### src/rtl/ssmm_pkg.sv
// Shared constants and types for the set statistics block.
// Used by every module under rtl; depends on nothing else.
package ssmm_pkg;

	localparam int MAX_ITEMS   = 64;
	localparam int VALUE_BITS  = 16;

	// Fixed widths of the interface fields.
	localparam int FIELD_W     = 16;
	localparam int MEAN_W      = 24;
	localparam int CFIELD_W    = 7;
	localparam int MEAN_FRAC   = 8;

	// Internal widths derived from the configuration.
	localparam int VAL_W   = VALUE_BITS;
	localparam int VX_W    = (VAL_W > FIELD_W) ? VAL_W : FIELD_W;
	localparam int CNT_W   = $clog2(MAX_ITEMS + 1);
	localparam int IDX_W   = $clog2(MAX_ITEMS);
	localparam int SUM_W   = VAL_W + CNT_W;
	localparam int DVD_W   = SUM_W + MEAN_FRAC;
	localparam int QUO_W   = (DVD_W > MEAN_W) ? DVD_W : MEAN_W;
	localparam int STEP_W  = $clog2(QUO_W);

	// One entry of the distinct value table.
	typedef struct packed {
		logic [VAL_W-1:0] val;
		logic [CNT_W-1:0] freq;
	} entry_t;

endpackage

### src/rtl/ssmm_store.sv
// Distinct value table: one write port and one registered read port.
// Depends on ssmm_pkg for the entry type and depth.
module ssmm_store import ssmm_pkg::*; (
	input  logic             clk,
	input  logic             we,
	input  logic [IDX_W-1:0] waddr,
	input  entry_t           wdata,
	input  logic             re,
	input  logic [IDX_W-1:0] raddr,
	output entry_t           rdata
);

	entry_t mem_q [MAX_ITEMS];
	entry_t rdata_q;

	always_ff @(posedge clk) begin
		if (we) begin
			mem_q[waddr] <= wdata;
		end
	end

	// Read data holds while no read is issued.
	always_ff @(posedge clk) begin
		if (re) begin
			rdata_q <= mem_q[raddr];
		end
	end

	assign rdata = rdata_q;

endmodule

### src/rtl/ssmm_div.sv
// Restoring divider, one quotient bit per cycle, for the mean.
// Depends on ssmm_pkg for the operand widths.
module ssmm_div import ssmm_pkg::*; (
	input  logic             clk,
	input  logic             arst_n,
	input  logic             start,
	input  logic [QUO_W-1:0] dividend,
	input  logic [CNT_W-1:0] divisor,
	output logic             done,
	output logic [QUO_W-1:0] quotient
);

	logic [QUO_W-1:0]  dq_q;
	logic [CNT_W-1:0]  rem_q;
	logic [CNT_W-1:0]  dvs_q;
	logic [STEP_W-1:0] cnt_q;
	logic              busy_q;
	logic              done_q;

	logic [CNT_W:0]    shifted;
	logic [CNT_W:0]    diff;
	logic              ge;
	logic [CNT_W-1:0]  next_rem;

	// The remainder stays below the divisor, so the shifted value fits CNT_W+1 bits.
	always_comb begin
		shifted  = {rem_q, dq_q[QUO_W-1]};
		ge       = shifted >= {1'b0, dvs_q};
		diff     = shifted - {1'b0, dvs_q};
		next_rem = ge ? diff[CNT_W-1:0] : shifted[CNT_W-1:0];
	end

	always_ff @(posedge clk or negedge arst_n) begin
		if (!arst_n) begin
			busy_q <= 1'b0;
			done_q <= 1'b0;
			cnt_q  <= '0;
		end else if (start) begin
			busy_q <= 1'b1;
			done_q <= 1'b0;
			cnt_q  <= '0;
		end else if (busy_q) begin
			cnt_q <= cnt_q + STEP_W'(1);
			if (cnt_q == STEP_W'(QUO_W - 1)) begin
				busy_q <= 1'b0;
				done_q <= 1'b1;
			end
		end
	end

	// The dividend shifts out at the top while quotient bits enter at the bottom.
	always_ff @(posedge clk) begin
		if (start) begin
			dq_q  <= dividend;
			rem_q <= '0;
			dvs_q <= divisor;
		end else if (busy_q) begin
			dq_q  <= {dq_q[QUO_W-2:0], ge};
			rem_q <= next_rem;
		end
	end

	assign done     = done_q;
	assign quotient = dq_q;

endmodule

### src/rtl/set_statistics_min_max_mean_mode.sv
// Set statistics: minimum, maximum, mean and mode of a set of values.
// Input channel: in_valid/in_ready carry sample_value and end_of_set. A value
// transfer adds the value to the open set; an end transfer closes the set.
// Output channel: out_valid/out_ready carry one result per mode value, in
// order of first appearance, with last_result set on the final one. An empty
// set gives one all-zero result with last_result set.
// in_ready is high only while the sequencer is idle. A value transfer searches
// the distinct value table entry by entry, reading each entry (S_RD) and then
// comparing it (S_CMP); a found value has its frequency raised by one, and a new
// value is written after the last entry. A dropped value (set already full) is
// not searched and only marks the set as overflowed. An end transfer makes a
// first table pass to find the highest frequency, overlapped with the serial
// divider (one quotient bit per cycle, QUO_W bits, 31 by default), then a second
// pass that emits results. When the receiver stalls, the second pass holds at
// the matching entry until the output register is free; nothing is lost. After
// the end item the counters, the minimum, maximum and sum and the overflow flag
// return to their reset values. Reset clears the counters and flags; the table
// needs no clearing pass, since only entries already written are read.
module set_statistics_min_max_mean_mode import ssmm_pkg::*; (
	input  logic                clk,
	input  logic                arst_n,
	input  logic                in_valid,
	output logic                in_ready,
	input  logic [FIELD_W-1:0]  sample_value,
	input  logic                end_of_set,
	output logic                out_valid,
	input  logic                out_ready,
	output logic [FIELD_W-1:0]  min_value,
	output logic [FIELD_W-1:0]  max_value,
	output logic [MEAN_W-1:0]   mean_fixed,
	output logic [FIELD_W-1:0]  mode_value,
	output logic [CFIELD_W-1:0] mode_count,
	output logic [CFIELD_W-1:0] item_count,
	output logic                overflow,
	output logic                last_result
);

	typedef enum logic [3:0] {
		S_IDLE,
		S_RD,
		S_CMP,
		S_FRD,
		S_FCMP,
		S_DWAIT,
		S_ERD,
		S_ECMP,
		S_EMPTY
	} state_t;

	state_t           state_q;
	logic [CNT_W-1:0] count_q;
	logic [CNT_W-1:0] used_q;
	logic [VAL_W-1:0] min_q;
	logic [VAL_W-1:0] max_q;
	logic [SUM_W-1:0] sum_q;
	logic             dropped_q;
	logic [VAL_W-1:0] v_q;
	logic [CNT_W-1:0] k_q;
	logic [CNT_W-1:0] best_q;
	logic [CNT_W-1:0] ties_q;
	logic [CNT_W-1:0] n_q;
	logic             out_valid_q;

	logic [FIELD_W-1:0]  min_value_q;
	logic [FIELD_W-1:0]  max_value_q;
	logic [MEAN_W-1:0]   mean_fixed_q;
	logic [FIELD_W-1:0]  mode_value_q;
	logic [CFIELD_W-1:0] mode_count_q;
	logic [CFIELD_W-1:0] item_count_q;
	logic                overflow_q;
	logic                last_result_q;

	logic [VX_W-1:0]  in_x;
	logic [VAL_W-1:0] v_in;
	logic [VX_W-1:0]  min_x;
	logic [VX_W-1:0]  max_x;
	logic [VX_W-1:0]  mode_x;
	logic             in_xfer;
	logic             slot_free;
	logic             at_end;
	logic             hit;
	logic             load_out;

	logic             mem_we;
	logic             mem_re;
	logic [IDX_W-1:0] mem_waddr;
	entry_t           mem_wdata;
	entry_t           mem_rdata;

	logic             div_start;
	logic             div_done;
	logic [QUO_W-1:0] div_quo;

	always_comb begin
		in_x   = VX_W'(sample_value);
		v_in   = in_x[VAL_W-1:0];
		min_x  = VX_W'(min_q);
		max_x  = VX_W'(max_q);
		mode_x = VX_W'(mem_rdata.val);
	end

	assign in_ready  = (state_q == S_IDLE);
	assign in_xfer   = in_valid && in_ready;
	assign slot_free = !out_valid_q || out_ready;
	assign at_end    = (k_q == used_q);
	assign hit       = (mem_rdata.val == v_q);
	assign div_start = in_xfer && end_of_set && (count_q != '0);
	assign load_out  = slot_free &&
		(state_q == S_EMPTY || (state_q == S_ECMP && mem_rdata.freq == best_q));

	always_comb begin
		mem_we    = 1'b0;
		mem_re    = 1'b0;
		mem_waddr = k_q[IDX_W-1:0];
		mem_wdata = '{val: v_q, freq: CNT_W'(1)};
		unique case (state_q)
			S_RD: begin
				if (at_end) begin
					mem_we    = 1'b1;
					mem_waddr = used_q[IDX_W-1:0];
				end else begin
					mem_re = 1'b1;
				end
			end
			S_CMP: begin
				if (hit) begin
					mem_we    = 1'b1;
					mem_wdata = '{val: v_q, freq: mem_rdata.freq + CNT_W'(1)};
				end
			end
			S_FRD, S_ERD: begin
				mem_re = !at_end;
			end
			default: begin
			end
		endcase
	end

	ssmm_store u_store (
		.clk   (clk),
		.we    (mem_we),
		.waddr (mem_waddr),
		.wdata (mem_wdata),
		.re    (mem_re),
		.raddr (k_q[IDX_W-1:0]),
		.rdata (mem_rdata)
	);

	ssmm_div u_div (
		.clk      (clk),
		.arst_n   (arst_n),
		.start    (div_start),
		.dividend (QUO_W'({sum_q, MEAN_FRAC'(0)})),
		.divisor  (count_q),
		.done     (div_done),
		.quotient (div_quo)
	);

	always_ff @(posedge clk or negedge arst_n) begin
		if (!arst_n) begin
			state_q     <= S_IDLE;
			count_q     <= '0;
			used_q      <= '0;
			min_q       <= '1;
			max_q       <= '0;
			sum_q       <= '0;
			dropped_q   <= 1'b0;
			v_q         <= '0;
			k_q         <= '0;
			best_q      <= '0;
			ties_q      <= '0;
			n_q         <= '0;
			out_valid_q <= 1'b0;
		end else begin
			if (load_out) begin
				out_valid_q <= 1'b1;
			end else if (out_valid_q && out_ready) begin
				out_valid_q <= 1'b0;
			end
			unique case (state_q)
				S_IDLE: begin
					if (in_xfer) begin
						k_q <= '0;
						if (end_of_set) begin
							best_q  <= '0;
							ties_q  <= '0;
							n_q     <= '0;
							state_q <= (count_q == '0) ? S_EMPTY : S_FRD;
						end else if (count_q >= CNT_W'(MAX_ITEMS)) begin
							dropped_q <= 1'b1;
						end else begin
							count_q <= count_q + CNT_W'(1);
							v_q     <= v_in;
							if (v_in < min_q) begin
								min_q <= v_in;
							end
							if (v_in > max_q) begin
								max_q <= v_in;
							end
							sum_q   <= sum_q + SUM_W'(v_in);
							state_q <= S_RD;
						end
					end
				end
				S_RD: begin
					if (at_end) begin
						used_q  <= used_q + CNT_W'(1);
						state_q <= S_IDLE;
					end else begin
						state_q <= S_CMP;
					end
				end
				S_CMP: begin
					if (hit) begin
						state_q <= S_IDLE;
					end else begin
						k_q     <= k_q + CNT_W'(1);
						state_q <= S_RD;
					end
				end
				S_FRD: begin
					if (at_end) begin
						k_q     <= '0;
						state_q <= S_DWAIT;
					end else begin
						state_q <= S_FCMP;
					end
				end
				S_FCMP: begin
					// Track the highest frequency and how many entries share it.
					if (mem_rdata.freq > best_q) begin
						best_q <= mem_rdata.freq;
						ties_q <= CNT_W'(1);
					end else if (mem_rdata.freq == best_q) begin
						ties_q <= ties_q + CNT_W'(1);
					end
					k_q     <= k_q + CNT_W'(1);
					state_q <= S_FRD;
				end
				S_DWAIT: begin
					if (div_done) begin
						state_q <= S_ERD;
					end
				end
				S_ERD: begin
					if (at_end) begin
						count_q   <= '0;
						used_q    <= '0;
						min_q     <= '1;
						max_q     <= '0;
						sum_q     <= '0;
						dropped_q <= 1'b0;
						state_q   <= S_IDLE;
					end else begin
						state_q <= S_ECMP;
					end
				end
				S_ECMP: begin
					// A matching entry waits here until the output register is free.
					if (mem_rdata.freq != best_q || slot_free) begin
						if (load_out) begin
							n_q <= n_q + CNT_W'(1);
						end
						k_q     <= k_q + CNT_W'(1);
						state_q <= S_ERD;
					end
				end
				S_EMPTY: begin
					if (slot_free) begin
						dropped_q <= 1'b0;
						state_q   <= S_IDLE;
					end
				end
				default: begin
					state_q <= S_IDLE;
				end
			endcase
		end
	end

	always_ff @(posedge clk) begin
		if (load_out) begin
			overflow_q <= dropped_q;
			if (state_q == S_EMPTY) begin
				min_value_q   <= '0;
				max_value_q   <= '0;
				mean_fixed_q  <= '0;
				mode_value_q  <= '0;
				mode_count_q  <= '0;
				item_count_q  <= '0;
				last_result_q <= 1'b1;
			end else begin
				min_value_q   <= min_x[FIELD_W-1:0];
				max_value_q   <= max_x[FIELD_W-1:0];
				mean_fixed_q  <= div_quo[MEAN_W-1:0];
				mode_value_q  <= mode_x[FIELD_W-1:0];
				mode_count_q  <= CFIELD_W'(best_q);
				item_count_q  <= CFIELD_W'(count_q);
				last_result_q <= (n_q + CNT_W'(1) == ties_q);
			end
		end
	end

	assign out_valid   = out_valid_q;
	assign min_value   = min_value_q;
	assign max_value   = max_value_q;
	assign mean_fixed  = mean_fixed_q;
	assign mode_value  = mode_value_q;
	assign mode_count  = mode_count_q;
	assign item_count  = item_count_q;
	assign overflow    = overflow_q;
	assign last_result = last_result_q;

	a_count_bound: assert property (@(posedge clk) disable iff (!arst_n)
		count_q <= CNT_W'(MAX_ITEMS))
		else $error("accepted count exceeds capacity");

	a_used_le_count: assert property (@(posedge clk) disable iff (!arst_n)
		used_q <= count_q)
		else $error("distinct entries exceed accepted values");

	a_no_overwrite: assert property (@(posedge clk) disable iff (!arst_n)
		load_out |-> (!out_valid_q || out_ready))
		else $error("result loaded over one not yet taken");

	a_div_ready: assert property (@(posedge clk) disable iff (!arst_n)
		(state_q == S_ECMP && load_out) |-> div_done)
		else $error("result emitted before the mean is ready");

	a_ties_bound: assert property (@(posedge clk) disable iff (!arst_n)
		(state_q == S_ECMP && load_out) |-> (n_q < ties_q))
		else $error("more mode results than tied entries");

endmodule
### config.mk
export PLATFORM = sky130hd
export DESIGN_NAME = set_statistics_min_max_mean_mode
export DESIGN_NICKNAME = d
export VERILOG_FILES = /design/src/rtl/ssmm_pkg.sv /design/src/rtl/ssmm_store.sv /design/src/rtl/ssmm_div.sv /design/src/rtl/set_statistics_min_max_mean_mode.sv
export SDC_FILE = /design/constraint.sdc
export NUM_CORES = 2
export LEC_CHECK = 0
export BUFFER_PORTS_ARGS = -buffer_cell sky130_fd_sc_hd__clkbuf_2
export CORE_UTILIZATION = 30
export DETAILED_ROUTE_END_ITERATION = 16
export PLACE_DENSITY = 0.52
export SKIP_CTS_REPAIR_TIMING = 1
export SKIP_LAST_GASP = 1
export SYNTH_ARGS = -nofsm -noshare
export SYNTH_HDL_FRONTEND = slang
export SYNTH_SLANG_ARGS = --single-unit
### constraint.sdc
create_clock -name clk -period 5.9 [get_ports clk]
set_input_delay 1.77 -clock clk [delete_from_list [all_inputs] [get_ports clk]]
set_output_delay 1.77 -clock clk [all_outputs]
set_load 0.01 [all_outputs]
==> flow_summary.json <==
{
  "vias": 34400,
  "timing.fmax_ghz": 0.225,
  "worstMarginPinSlew_ns": 1.24,
  "wl_microns": 177000,
  "synth.most_common_cell": "edfxtp_1",
  "yosysSeqAreaShare": 0.743,
  "cts.path.max_buffers": 3,
  "io_pins": 111,
  "dp.cells": 6602,
  "max_cap_viol_count": 0,
  "ys_warn_count": 0,
  "setup_viol": 0,
  "setup.worst_path.start_class": "flop",
  "drt_pass1_iterations": 7,
  "final_cells": 6928,
  "viasPerCell": 4.96,
  "reg2reg_to": "u_store.mem_q[20][13]",
  "rsz0062_at_grt": "no",
  "drive_gt1_frac": 0.277,
  "drc": 0,
  "hold_viol_final": 0,
  "portBuffers": 110,
  "cts_root_buffer": "clkbuf_16",
  "grt_max_degree": 105,
  "num_rows": 176,
  "finalClockSkew_ns": 0.0248,
  "synth.ff_latch_count": 1754,
  "grt_usage": 0.151,
  "synthCells": 3514,
  "ys_async_sr_fraction": 0.0718,
  "area_delta_synth_final_pct": 15.0,
  "path_max_fanout": 22,
  "dp_slack_ns": 1.51,
  "outcome": "finished, final reports clean",
  "hp-start": "max_q[11]",
  "cts_buffers": 178,
  "p_leak_nw": 26.2,
  "hold_end": "max_q[11]",
  "hold_path.class": "flop to flop",
  "gp_congestion": 0.782,
  "ir_drop_v": 0.000336,
  "synth_area_per_cell_sq_um": 19.9,
  "required_ns": 6.41,
  "cts_tree": "built",
  "arrival_ns": 4.96,
  "syn_nets": 3607,
  "critPathMaxStageDelay_ns": 0.76,
  "finalWorstSetupSlack_ns": 1.46,
  "synthFlopType": "edfxtp_1",
  "whs_path_depth": 1,
  "grt_pass1_vias": 35400,
  "wl_per_cell_microns": 25.6,
  "die_w_microns": 484,
  "slew-limit-headroom": 0.169,
  "worstSetupPathType": "flop to flop",
  "grt_antenna_before_repair": 9,
  "dp_hpwl_microns": 100000,
  "core_area_sq_mm": 0.231,
  "fin_tns_setup_ns": 0,
  "antenna_left": 0,
  "slew_viol_final": 0,
  "synthTopCellsByArea": "edfxtp_1 (69%), mux4_2 (14%), dfrtp_1 (3.9%)",
  "path_cells": "xor2_1, nor4_2, buf_4, nand4b_1, a21oi_1, nand2_1, nor2_2, buf_12",
  "timing.final.crit_share": 0.753,
  "timing.final.crit_period_ns": 4.44,
  "nNetsFinal": 3849,
  "slowest_stage": "a21oi_1",
  "cts.sinks": 1754,
  "fin_util": 0.348,
  "cp-end-kind": "flop",
  "regToRegSetupSlack_ns": 1.46,
  "synth_common_cells": "edfxtp_1 (1613), mux4_2 (444), nor2_1 (221)",
  "r2r_cells": 8,
  "fin_area_sq_mm": 0.0803,
  "finalPower_mw": 35.4,
  "clkTransAtPathRegs_ns": 0.06,
  "initial_core_util": 0.303,
  "synth-edff-count": 1613,
  "netlist_area_sq_mm": 0.0698,
  "die-area_sq_mm": 0.235,
  "hold_slack_ns": 0.502,
  "grt_overflow_total": 0,
  "htree_levels": 4,
  "yosysUniqueCellTypes": 72,
  "timing.rr.start": "k_q[0]",
  "post_dp_cell_area_sq_mm": 0.0748,
  "yosysTopAreaCell": "edfxtp_1",
  "die_h_microns": 484,
  "grt_pass1_wl_microns": 257000,
  "drt_iter0_markers": 2931,
  "synth_top_area_frac": 0.694,
  "clock_latency_ns": 0.83,
  "pwr_density_cell_mw_per_mm2": 441
}
==> area by class of cell <==
type,count,area (sq um)
inverters,66,248
clock buffers,218,4620
repair buffers,241,1640
diodes,2,5.00
flip-flops and latches,1754,51900
multi-input cells,1515,17200
well taps,3026,3790
clock inverters,106,897
fillers,21400,150000
==> where the power goes <==
part           internal [mW]  switching [mW]
logic                   3.26            5.22
clock network           5.99            4.76
registers               15.5           0.640
total                   24.8            10.6
==> how the worst max path moves through the flow <==
stage | start | end | slack, ns | depth (start not counted)
finish | k_q[0] | u_store.mem_q[20][13] | 1.46 | 8
global route | k_q[0] | u_store.mem_q[20][19] | 1.26 | 8
CTS | k_q[0] | u_store.mem_q[20][18] | 1.47 | 8
detailed placement | k_q[0] | u_store.mem_q[20][10] | 1.51 | 8
global placement | k_q[0] | u_store.mem_q[20][18] | 1.59 | 8
floorplan | out_ready | item_count[0] | 1.34 | 2
==> registers in the layout, indices dropped and copies added, names as in the netlist, 16 cells and up <==
| name | flops |
|---|---|
| max_value | 16 |
| mode_value | 16 |
| mean_fixed | 24 |
| max_q | 16 |
| v_q | 16 |
| u_div.quotient | 31 |
| u_store.mem_q | 1472 |
| min_q | 16 |
| min_value | 16 |
| u_store.rdata | 23 |
| sum_q | 23 |
==> routing by layer <==
| metal | part of all wire | track usage | routed length [microns] | vias up |
|---|---|---|---|---|
| li1 | - | - | - | 14800 |
| met5 | 0.00034 | 0 | 60 | - |
| met1 | 0.44 | 0.210 | 78400 | 18300 |
| met4 | 0.028 | 0.0481 | 4960 | 6 |
| met3 | 0.057 | 0.0269 | 10200 | 229 |
| met2 | 0.47 | 0.238 | 83700 | 999 |
==> placed cells by master (no fill, tap or decap), types with 25 or more instances in the layout <==
| cell type | netlist | final |
|---|---|---|
| a21oi_1 | 74 | 73 |
| a22o_1 | 39 | 39 |
| and2_1 | 58 | 57 |
| buf_4 | 7 | 123 |
| clkbuf_1 | 87 | 38 |
| clkbuf_16 | 0 | 178 |
| clkbuf_2 | 0 | 109 |
| clkinv_1 | 0 | 37 |
| clkinv_2 | 0 | 39 |
| dfrtp_1 | 110 | 88 |
| edfxtp_1 | 1613 | 1613 |
| ha_1 | 70 | 70 |
| inv_1 | 66 | 66 |
| mux2i_1 | 35 | 35 |
| mux4_2 | 444 | 444 |
| nand2_1 | 113 | 113 |
| nand3_1 | 28 | 28 |
| nor2_1 | 221 | 150 |
| nor2_2 | 0 | 48 |
| o21ai_0 | 78 | 78 |
| o22ai_1 | 36 | 36 |
| xnor2_1 | 25 | 25 |
| xor2_1 | 42 | 42 |
==> cell families (layout without fill, tap and decap cells) <==
| family | count (synthesis) | in the layout | synth area share |
|---|---|---|---|
| and+or+nand+nor | 543 | 543 | 0.0367 |
| DFF | 1754 | 1754 | 0.743 |
| buffers and inverters | 245 | 631 | 0.0151 |
| muxes | 502 | 502 | 0.152 |
| xor gates and xnor gates | 67 | 67 | 0.00840 |
| other | 0 | 2 | 0 |
| AOI/OAI and AO/OA | 331 | 331 | 0.0313 |
| adders and majority gates | 72 | 72 | 0.0131 |
==> worst max-delay path: cells and delay by family (launching register included) <==
family | cells | cell delay [ns]
AND/OR/NAND/NOR | 4 | 1.96
flip-flops | 1 | 0.69
XOR/XNOR | 1 | 0.23
AO/OA/AOI/OAI | 1 | 0.76
buffers and inverters | 2 | 0.48
Power figures use the tool's default switching activity.
